`src/sv/dcau_pkg.sv`:
```
// Shared types and constants for the DDR channel address untranslate block.
// No dependencies; every other file in the block imports this package.
package dcau_pkg;

  localparam int ADDR_IN_W  = 40;
  localparam int ADDR_OUT_W = 42;
  localparam int LOW_W      = 7;

  // configuration register indexes
  localparam logic CFG_LAYOUT  = 1'b0;
  localparam logic CFG_CHANNEL = 1'b1;

  localparam logic [7:0] LAYOUT_FOUR = 8'h0F;
  localparam logic [7:0] LAYOUT_TWO  = 8'h0C;
  localparam logic [7:0] ID_UNKNOWN  = 8'hFF;

  // result kinds, also used as the job mode in the queue
  localparam logic [1:0] KIND_RAW      = 2'd0;
  localparam logic [1:0] KIND_POSSIBLE = 2'd1;
  localparam logic [1:0] KIND_MATCHED  = 2'd2;
  localparam logic [1:0] KIND_NONE     = 2'd3;

  // parity masks over address bits 7 and up
  localparam logic [ADDR_IN_W-1:0] ODD_POS_MASK  = 40'hAA_AAAA_AA80;
  localparam logic [ADDR_IN_W-1:0] EVEN_POS_MASK = 40'h55_5555_5500;
  localparam logic [ADDR_IN_W-1:0] HIGH_MASK     = 40'hFF_FFFF_FF80;

  localparam int QUEUE_DEPTH = 4;
  localparam int QPTR_W      = $clog2(QUEUE_DEPTH);

  typedef struct packed {
    logic [39:0] error_address;
    logic [6:0]  access_type;
    logic [12:0] access_length;
  } in_item_t;

  typedef struct packed {
    logic [41:0] candidate_address;
    logic [1:0]  candidate_index;
    logic [1:0]  hash_channel;
    logic [1:0]  result_kind;
    logic [6:0]  type_out;
    logic [12:0] length_out;
    logic        last;
  } out_item_t;

  typedef struct packed {
    logic [1:0]  mode;
    logic        four;
    logic [1:0]  idx;
    logic [1:0]  hash;
    logic [39:0] addr;
    logic [6:0]  access_type;
    logic [12:0] access_length;
  } job_t;

endpackage

```
`src/sv/dcau_front.sv`:
```
// Front end: configuration registers, transaction accept and classification.
// Depends on dcau_pkg; feeds one job per accepted transaction into the queue.
module dcau_front import dcau_pkg::*; (
  input  logic     clk,
  input  logic     rst_n,
  input  logic     cfg_we,
  input  logic     cfg_index,
  input  logic [7:0] cfg_wdata,
  input  logic     start,
  input  in_item_t in_item,
  input  logic     q_full,
  output logic     push,
  output job_t     push_job
);

  logic [7:0] layout_r;
  logic [7:0] chan_r;
  logic       par_odd;
  logic       par_even;
  logic       par_all;
  logic       is_four;
  logic       is_two;

  always_ff @(posedge clk) begin
    if (!rst_n) begin
      layout_r <= 8'h00;
      chan_r   <= ID_UNKNOWN;
    end else if (cfg_we) begin
      if (cfg_index == CFG_LAYOUT) begin
        layout_r <= cfg_wdata;
      end else begin
        chan_r <= cfg_wdata;
      end
    end
  end

  // address bit k lands on system bit k+2 (or k+1): the shift keeps the
  // four-channel position parity, so the hash is the address parity xor index
  assign par_odd  = ^(in_item.error_address & ODD_POS_MASK);
  assign par_even = ^(in_item.error_address & EVEN_POS_MASK);
  assign par_all  = ^(in_item.error_address & HIGH_MASK);
  assign is_four  = (layout_r == LAYOUT_FOUR);
  assign is_two   = (layout_r == LAYOUT_TWO);

  assign push = start && !q_full;

  always_comb begin
    push_job               = '0;
    push_job.four          = is_four;
    push_job.addr          = in_item.error_address;
    push_job.access_type   = in_item.access_type;
    push_job.access_length = in_item.access_length;
    if (!is_four && !is_two) begin
      push_job.mode = KIND_RAW;
    end else if (chan_r == ID_UNKNOWN) begin
      push_job.mode = KIND_POSSIBLE;
    end else if (is_four) begin
      if (chan_r[7:2] != 6'd0) begin
        push_job.mode = KIND_NONE;
      end else begin
        push_job.mode = KIND_MATCHED;
        push_job.idx  = {chan_r[1] ^ par_even, chan_r[0] ^ par_odd};
        push_job.hash = chan_r[1:0];
      end
    end else begin
      // two channels: exactly one of the two candidates matches id mod 2
      push_job.mode = KIND_MATCHED;
      push_job.idx  = {1'b0, chan_r[0] ^ par_all};
      push_job.hash = {1'b0, chan_r[0]};
    end
  end

endmodule

```
`src/sv/dcau_queue.sv`:
```
// Short job queue between front and back end.
// Depends on dcau_pkg for the job type and depth.
module dcau_queue import dcau_pkg::*; (
  input  logic clk,
  input  logic rst_n,
  input  logic push,
  input  job_t push_job,
  input  logic pop,
  output logic empty,
  output logic full,
  output job_t head
);

  job_t              mem_r [QUEUE_DEPTH];
  logic [QPTR_W-1:0] wr_ptr_r;
  logic [QPTR_W-1:0] rd_ptr_r;
  logic [QPTR_W:0]   count_r;
  logic [QPTR_W:0]   count_nxt;

  assign empty = (count_r == '0);
  assign full  = (count_r == (QPTR_W+1)'(QUEUE_DEPTH));
  assign head  = mem_r[rd_ptr_r];

  always_comb begin
    count_nxt = count_r;
    if (push && !pop) begin
      count_nxt = count_r + 1'b1;
    end else if (pop && !push) begin
      count_nxt = count_r - 1'b1;
    end
  end

  always_ff @(posedge clk) begin
    if (push) begin
      mem_r[wr_ptr_r] <= push_job;
    end
  end

  always_ff @(posedge clk) begin
    if (!rst_n) begin
      wr_ptr_r <= '0;
      rd_ptr_r <= '0;
      count_r  <= '0;
    end else begin
      if (push) begin
        wr_ptr_r <= wr_ptr_r + 1'b1;
      end
      if (pop) begin
        rd_ptr_r <= rd_ptr_r + 1'b1;
      end
      count_r <= count_nxt;
    end
  end

endmodule

```
`src/sv/dcau_back.sv`:
```
// Back end: expands each queued job into its results, one per cycle.
// Depends on dcau_pkg; drives the registered result port.
module dcau_back import dcau_pkg::*; (
  input  logic      clk,
  input  logic      rst_n,
  input  logic      empty,
  input  job_t      head,
  output logic      pop,
  output logic      out_valid,
  output out_item_t out_item
);

  logic [1:0]  cnt_r;
  logic [1:0]  cnt_nxt;
  logic [1:0]  last_idx;
  logic        is_last;
  logic [1:0]  idx;
  logic [41:0] cand;
  logic        out_valid_r;
  out_item_t   out_item_r;
  out_item_t   out_item_nxt;

  assign last_idx = (head.mode == KIND_POSSIBLE) ? (head.four ? 2'd3 : 2'd1) : 2'd0;
  assign is_last  = (cnt_r == last_idx);
  assign pop      = !empty && is_last;
  assign idx      = (head.mode == KIND_POSSIBLE) ? cnt_r : head.idx;
  assign cnt_nxt  = (empty || is_last) ? 2'd0 : cnt_r + 2'd1;

  always_comb begin
    if (head.four) begin
      cand = {head.addr[39:7], idx, head.addr[6:0]};
    end else begin
      cand = {1'b0, head.addr[39:7], idx[0], head.addr[6:0]};
    end
  end

  always_comb begin
    out_item_nxt             = '0;
    out_item_nxt.result_kind = head.mode;
    out_item_nxt.type_out    = head.access_type;
    out_item_nxt.length_out  = head.access_length;
    out_item_nxt.last        = is_last;
    case (head.mode)
      KIND_RAW: begin
        out_item_nxt.candidate_address = {2'b00, head.addr};
      end
      KIND_POSSIBLE: begin
        out_item_nxt.candidate_address = cand;
        out_item_nxt.candidate_index   = idx;
      end
      KIND_MATCHED: begin
        out_item_nxt.candidate_address = cand;
        out_item_nxt.candidate_index   = idx;
        out_item_nxt.hash_channel      = head.hash;
      end
      default: begin
        out_item_nxt.candidate_address = '0;
      end
    endcase
  end

  always_ff @(posedge clk) begin
    if (!rst_n) begin
      cnt_r       <= 2'd0;
      out_valid_r <= 1'b0;
    end else begin
      cnt_r       <= cnt_nxt;
      out_valid_r <= !empty;
    end
  end

  always_ff @(posedge clk) begin
    if (!empty) begin
      out_item_r <= out_item_nxt;
    end
  end

  assign out_valid = out_valid_r;
  assign out_item  = out_item_r;

endmodule

```
`src/sv/ddr_channel_address_untranslate.sv`:
```
// Top level of the DDR channel address untranslate block.
// Depends on dcau_pkg, dcau_front, dcau_queue and dcau_back.
//
//   port group   direction  handshake                 payload
//   in_          input      start && !busy            in_item (in_item_t)
//   out_         output     out_valid, one cycle      out_item (out_item_t)
//   cfg_         input      cfg_we                    cfg_index, cfg_wdata
//
// The back end emits one result per cycle: a transaction gives one result in raw,
// matched or no-match mode, two or four when all candidates go out.
// Each accepted job is stored in the job queue, and its results leave through
// the registered result port.
// busy rises while the four-entry job queue is full.
// Synchronous active-low reset empties the queue and sets the layout to
// untranslated and the channel id to unknown. Results cannot be stalled.
module ddr_channel_address_untranslate import dcau_pkg::*; (
  input  logic       clk,
  input  logic       rst_n,
  input  logic       start,
  output logic       busy,
  input  in_item_t   in_item,
  output logic       out_valid,
  output out_item_t  out_item,
  input  logic       cfg_we,
  input  logic       cfg_index,
  input  logic [7:0] cfg_wdata
);

  logic push;
  logic pop;
  logic q_empty;
  logic q_full;
  job_t push_job;
  job_t head;

  dcau_front u_front (
    .clk      (clk),
    .rst_n    (rst_n),
    .cfg_we   (cfg_we),
    .cfg_index(cfg_index),
    .cfg_wdata(cfg_wdata),
    .start    (start),
    .in_item  (in_item),
    .q_full   (q_full),
    .push     (push),
    .push_job (push_job)
  );

  dcau_queue u_queue (
    .clk     (clk),
    .rst_n   (rst_n),
    .push    (push),
    .push_job(push_job),
    .pop     (pop),
    .empty   (q_empty),
    .full    (q_full),
    .head    (head)
  );

  dcau_back u_back (
    .clk      (clk),
    .rst_n    (rst_n),
    .empty    (q_empty),
    .head     (head),
    .pop      (pop),
    .out_valid(out_valid),
    .out_item (out_item)
  );

  assign busy = q_full;

endmodule
```
`config.mk`:
```
export PLATFORM = sky130hd
export DESIGN_NAME = ddr_channel_address_untranslate
export DESIGN_NICKNAME = d
export VERILOG_FILES = /design/src/sv/dcau_pkg.sv /design/src/sv/dcau_front.sv /design/src/sv/dcau_queue.sv /design/src/sv/dcau_back.sv /design/src/sv/ddr_channel_address_untranslate.sv
export SDC_FILE = /design/constraint.sdc
export NUM_CORES = 1
export LEC_CHECK = 0
export BUFFER_PORTS_ARGS = -buffer_cell sky130_fd_sc_hd__buf_4
export CORE_ASPECT_RATIO = 0.7
export CORE_MARGIN = 1
export CORE_UTILIZATION = 59
export DETAILED_ROUTE_END_ITERATION = 7
export GPL_TIMING_DRIVEN = 1
export PLACE_DENSITY = 0.9
export SYNTH_ARGS = -nofsm -noshare
export SYNTH_HDL_FRONTEND = slang
export SYNTH_HIERARCHICAL = 1
export SYNTH_SLANG_ARGS = --single-unit
```
`constraint.sdc`:
```
create_clock -name clk -period 4.2 [get_ports clk]
set_clock_uncertainty 0.2 [all_clocks]
set_input_delay 0 -clock clk [delete_from_list [all_inputs] [get_ports clk]]
set_output_delay 0 -clock clk [all_outputs]
set_load 0.02 [all_outputs]
```
==> results.ini, run 1 <==
[status]
status=complete, but fails checks
violations=design-rule violations

[pwr]
leakagePower_nw=6.280
pwr-share-seq=0.430
vdd_ir_drop_max_v=0.0004476
total_power_mw=12.00
switchingPower_mw=3.720
comb_power_share=0.327
intPower_mw=8.279
p_sw_frac=0.3100
p_per_area_nw_per_um2=671.1
clockPowerShare=0.243

[sta]
fin_ws_ns=0.5250
max_freq_ghz=0.2721
final.setup.tns_ns=0
setup_viol=0
timing.hold.ws_ns=0.03378
slew_viol_final=0
finalHoldViolations=0
finalWorstPathRequiredPeriod_ns=3.675
relSlewSlack=0.2530
rsz0062_at_grt=no
period_share=0.8750
worst_pin_slew_ns=1.121

[floorplan]
row_count=48
die_w_um=193.2
pin_count=144
die_area_um2=26260
floorplan.initialDensity=0.6075
core-area_um2=24860
fp.dieH_um=135.9

[final_layout]
multiInputGateArea_um2=3664
drive_above_1_share=0.3261
fillers=1491
area_delta_synth_final_pct=18.36
nets=1075
final-seq-area_um2=10690
utilization=0.7191

[min_path]
min_path_type=input port to register

[setup_path]
crit_required_ns=4.44
end_kind=register
start_kind=register
path_max_fanout=16
rrSetupSlack_ns=0.53
crit_type=register to register
arrival_ns=3.91

[clock_tree]
cts.repair.resized=0
cts.sinks=365
clk_latency_ns=0.51
clockRootBuffer=clkbuf_16
path_clk_slew_ns=0.06
cts_buffer_depth=3
htreeDepth=2
cts_tree=yes
cts_buffers=35

[yosys]
async_flop_share=0
synth-edff-count=337
synth_warnings=6
syn_area_um2=15110
postSynthNetCount=892
synth_ff_type=edfxtp_1
syn_avg_cell_area_um2=18.70
yosysSeqAreaShare=0.7070
ys_ff_latch=365
ys_types=43
synth_cells=808

[routing]
drt-vias-per-instance=5.692
dr.pass1.iters=7
drtIter0Drc=674
ant_nets=0
drc_errors=12
wl_per_cell_um=22.10
wl_um=29570
dr_total_vias=7616

[global_route]
grt_pass1_vias=7931
grtUsageTotal=0.2319
grt_pass1_wl_um=45370
grt_overflow=0
grt_max_degree=70
grt_antenna_before_repair=1

[place]
hpwl_um=17210
portBuffers=143
place.gp.congestion=0.7580
preCtsSetupSlack_ns=0.5662

[run]
maxCapViolations=0

[cell usage in the layout (no fill, tap or decap), types with 2 or more instances in the layout]
cell and count:
a21boi_0 9, a22oi_1 6, a22oi_2 25, and2_1 18, and2_4 4, buf_4 151
clkbuf_1 9, clkbuf_16 37, clkbuf_8 3, clkinv_1 6, clkinv_2 3, dfxtp_1 26
dfxtp_4 2, dlygate4sd3_1 91, edfxtp_1 337, ha_1 9, inv_1 7, mux2_2 6
mux2_4 25, mux2i_1 5, mux4_2 67, nand2_1 40, nand2b_1 2, nand3_1 11
nand4_1 2, nor2_1 41, nor2b_1 7, nor3_1 2, nor3b_1 2, nor4_1 3
o21ai_0 2, xnor2_1 32, xor2_1 7
[layout make-up]
cell class / count / share of cell area
inverter: 8 / 0.001750
tap: 325 / 0.02274
timing repair buffer: 242 / 0.1144
multi-input combinational: 339 / 0.2049
sequential: 365 / 0.5978
antenna: 1 / 0.0001400
clock buffer: 49 / 0.05599
clock inverter: 9 / 0.002309
[cell usage after synthesis (10+ instances only)]
library cell  instances  share of area
edfxtp_1            337           0.67
mux4_2               67           0.10
buf_4                64          0.032
nor2_1               41          0.010
nand2_1              40         0.0099
xnor2_1              32          0.019
dfxtp_1              28          0.037
a22oi_2              25          0.021
mux2_4               25          0.025
and2_1               22         0.0091
buf_2                12         0.0040
nand3_1              11         0.0036
ha_1                 10         0.0083
[flip-flops by register name, indices dropped and copies added, names as in the netlist, named ones only]
register	flops
u_queue/count_r	3
u_queue/rd_ptr_r	2
u_back/out_item	69
u_front/chan_r	8
u_queue/wr_ptr_r	2
u_back/cnt_r	2
u_back/out_valid	1
u_queue/mem_r	268
u_front/layout_r	8
[power groups by stage]
| stage | sequential, mW | clock, mW | combinational [mW] |
|---|---|---|---|
| floorplan | 5.59 | 0 | 2.36 |
| global placement | 5.21 | 0 | 3.75 |
| detailed placement | 5.24 | 0 | 3.85 |
| CTS | 5.17 | 2.95 | 3.94 |
| global route | 5.22 | 3.07 | 4.18 |
| finish | 5.16 | 2.91 | 3.93 |
[worst paths after layout]
check / start / end / cells after the start
hold reg to reg: u_front/layout_r[2] / u_front/layout_r[2] / 2
setup reg to reg: register / u_queue/count_r[2] / 13
hold / removal: in_item[19] / u_queue/mem_r[0][19] / 2
setup / recovery: register / u_queue/count_r[2] / 13
[timing repair]
item                      in CTS  in global routing
setup buffers                  0                  0
hold buffers                  91                  0
hold endpoints to repair     268                  0
[worst max-delay path: stages (launching register included)]
cell and delay [ns]:
dfxtp_4 0.54, mux4_2 0.61, inv_1 0.15, ha_1 0.27
xor2_1 0.20, a21oi_2 0.09, and2_1 0.20, inv_1 0.06
ha_1 0.17, inv_1 0.06, fa_1 0.37, xor2_1 0.18
or3_1 0.30, a21boi_0 0.18
[per-stage QoR]
stage | cells | instance area (um^2)
4_1_cts | 1337 | 17880
3_3_place_gp | 1188 | 15920
5_1_grt | 1338 | 17880
2_1_floorplan | 808 | 15110
6_report | 1338 | 17880
3_5_place_dp | 1188 | 15920
[cell families after synthesis]
kind of cell             after synthesis  synth area share
AO/OA/AOI/OAI                         49           0.03255
XOR/XNOR                              41           0.02518
adder cells (fa/ha/maj)               11          0.009608
buffers and inverters                104           0.05127
flip-flops                           365            0.7070
multiplexers                         103            0.1325
AND/OR/NAND/NOR                      135           0.04183
[routing by layer]
metal  part of all wire  track usage
met1               0.43       0.3267
met2               0.48       0.3861
met3              0.069      0.03994
met4              0.015      0.05244
met5                  0            0
No activity file was read; power rests on OpenSTA's default activity.
==> run 2: changes to the inputs <==
--- a/config.mk
+++ b/config.mk
@@ -11,6 +11,7 @@
 export CORE_UTILIZATION = 59
 export DETAILED_ROUTE_END_ITERATION = 7
 export GPL_TIMING_DRIVEN = 1
+export MAX_ROUTING_LAYER = met4
 export PLACE_DENSITY = 0.9
 export SYNTH_ARGS = -nofsm -noshare
 export SYNTH_HDL_FRONTEND = slang
==> results.ini, run 2 (same netlist as run 1, synthesis figures left out) <==
[status]
status=complete, but fails checks
violations=design-rule violations

[clock_tree]
cts_buffer_depth=3  ; unchanged
cts_tree=yes
cts.sinks=365  ; unchanged
cts.repair.resized=0  ; unchanged
cts_setup_buffers=0  ; unchanged
clockRootBuffer=clkbuf_16
path_clk_slew_ns=0.06  ; about the same
hold_buffers=91  ; unchanged
clk_latency_ns=0.52  ; about the same
cts_buffers=35  ; unchanged
htreeDepth=2  ; unchanged

[pwr]
vdd_ir_drop_max_v=0.0004474  ; about the same
p_per_area_nw_per_um2=670.7  ; about the same
intPower_mw=8.278  ; about the same
switchingPower_mw=3.713  ; -0.20%
comb_power_share=0.327  ; about the same
leakagePower_nw=6.280  ; unchanged
pwr-share-seq=0.430  ; about the same
p_sw_frac=0.3096  ; -0.0004205
clockPowerShare=0.243  ; about the same

[final_layout]
final_common_cell=edfxtp_1
utilization=0.7191  ; unchanged
area_delta_synth_final_pct=18.36  ; unchanged
drive_above_1_share=0.3261  ; unchanged
mostFrequentLayoutCells=edfxtp_1 (337), buf_4 (151), dlygate4sd3_1 (91), mux4_2 (67), nor2_1 (41)
nets=1075  ; unchanged
postLayoutCellArea_um2=17880  ; unchanged
largest_reg_flops=268  ; unchanged
top_register=u_queue/mem_r

[sta]
period_share=0.8739  ; -0.001076
rsz0062_at_grt=no
finalWorstPathRequiredPeriod_ns=3.670  ; -0.004519 ns
slew_viol_final=0  ; unchanged
final.setup.tns_ns=0  ; unchanged
fin_ws_ns=0.5296  ; +0.004519 ns
finalHoldViolations=0  ; unchanged
setup_viol=0  ; unchanged
max_freq_ghz=0.2724  ; +0.12%
relSlewSlack=0.2589  ; +0.005900
worst_pin_slew_ns=1.112  ; -0.008850 ns

[routing]
drt-vias-per-instance=5.702  ; +0.17%
dr.pass1.iters=8  ; +1
top_layer=met4
wl_um=29570  ; about the same
drtIter0Drc=680  ; +0.89%
dr_total_vias=7629  ; +0.17%
dr_wl_met2_um=14360  ; +0.42%
drc_errors=12  ; unchanged
ant_nets=0  ; unchanged
wl_per_cell_um=22.10  ; about the same
wl_met3_um=2160  ; +5.4%
wl_met1_um=12630  ; -1.1%

[global_route]
grt_overflow=0  ; unchanged
grt_pass1_vias=7937  ; +0.076%
grt_antenna_before_repair=1  ; unchanged
grt_max_degree=70  ; unchanged
grtUsageTotal=0.2395  ; +0.007520
grt_pass1_wl_um=45370  ; about the same

[setup_path]
end_kind=register
path_max_fanout=16  ; unchanged
rrSetupSlack_ns=0.53  ; about the same
crit_required_ns=4.44  ; about the same
start_kind=register
arrival_ns=3.91  ; about the same
crit_type=register to register

[place]
postPlaceCellArea_um2=15920  ; unchanged
portBuffers=143  ; unchanged
hpwl_um=17210  ; unchanged
place.gp.congestion=0.7678  ; +1.3%
preCtsSetupSlack_ns=0.5662  ; unchanged

[floorplan]
die_w_um=193.2  ; unchanged
row_count=48  ; unchanged
die_area_um2=26260  ; unchanged
pin_count=144  ; unchanged
fp.dieH_um=135.9  ; unchanged
floorplan.initialDensity=0.6075  ; unchanged
core-area_um2=24860  ; unchanged

[min_path]
min_from=in_item[19]
min_path_type=input port to register

[run]
maxCapViolations=0  ; unchanged

[run 2: final timing paths]
kind	end	depth (start not counted)
setup / recovery	u_queue/count_r[2]	13
setup reg to reg	u_queue/count_r[2]	13
hold reg to reg	u_front/layout_r[7]	2
hold / removal	u_queue/mem_r[0][19]	2
[run 2: power by group through the flow]
stage | logic [mW] | registers, mW | clock network [mW]
after CTS | 3.94 | 5.17 | 2.95
after global placement | 3.75 | 5.21 | 0
after floorplan | 2.36 | 5.59 | 0
final | 3.92 | 5.16 | 2.91
after detailed placement | 3.85 | 5.24 | 0
after global routing | 4.18 | 5.22 | 3.08
[run 2: critical path: stages, from the launching register on]
cell      delay, ns
dfxtp_4        0.55
mux4_2         0.61
inv_1          0.15
ha_1           0.27
xor2_1         0.19
a21oi_2        0.08
and2_1         0.20
inv_1          0.06
ha_1           0.17
inv_1          0.06
fa_1           0.37
xor2_1         0.18
or3_1          0.30
a21boi_0       0.18
[run 2: per-layer routing]
| layer | GRT usage | up-vias |
|---|---|---|
| met5 | - | - |
| met4 | 0.05244 | 0 |
| met3 | 0.03845 | 43 |
| met2 | 0.3859 | 282 |
| met1 | 0.3283 | 3878 |
| li1 | - | 3426 |
[run 2: per-stage QoR]
step / hold WS, ns / power, mW / instances
6_report: 0.03601 / 11.99 / 1338
5_1_grt: 0.03829 / 12.47 / 1338
4_1_cts: 0.02603 / 12.06 / 1337
3_5_place_dp: 0.006563 / 9.084 / 1188
3_3_place_gp: 0.001577 / 8.962 / 1188
2_1_floorplan: -0.07829 / 7.955 / 808
[run 2: layout make-up]
class | instances | area [um^2]
Fill cell | 1491 | 6985
Inverter | 8 | 31.28
Clock inverter | 9 | 41.29
Sequential cell | 365 | 10690
Antenna cell | 1 | 2.502
Timing Repair Buffer | 242 | 2044
Multi-Input combinational cell | 339 | 3664
Tap cell | 325 | 406.6
Clock buffer | 49 | 1001
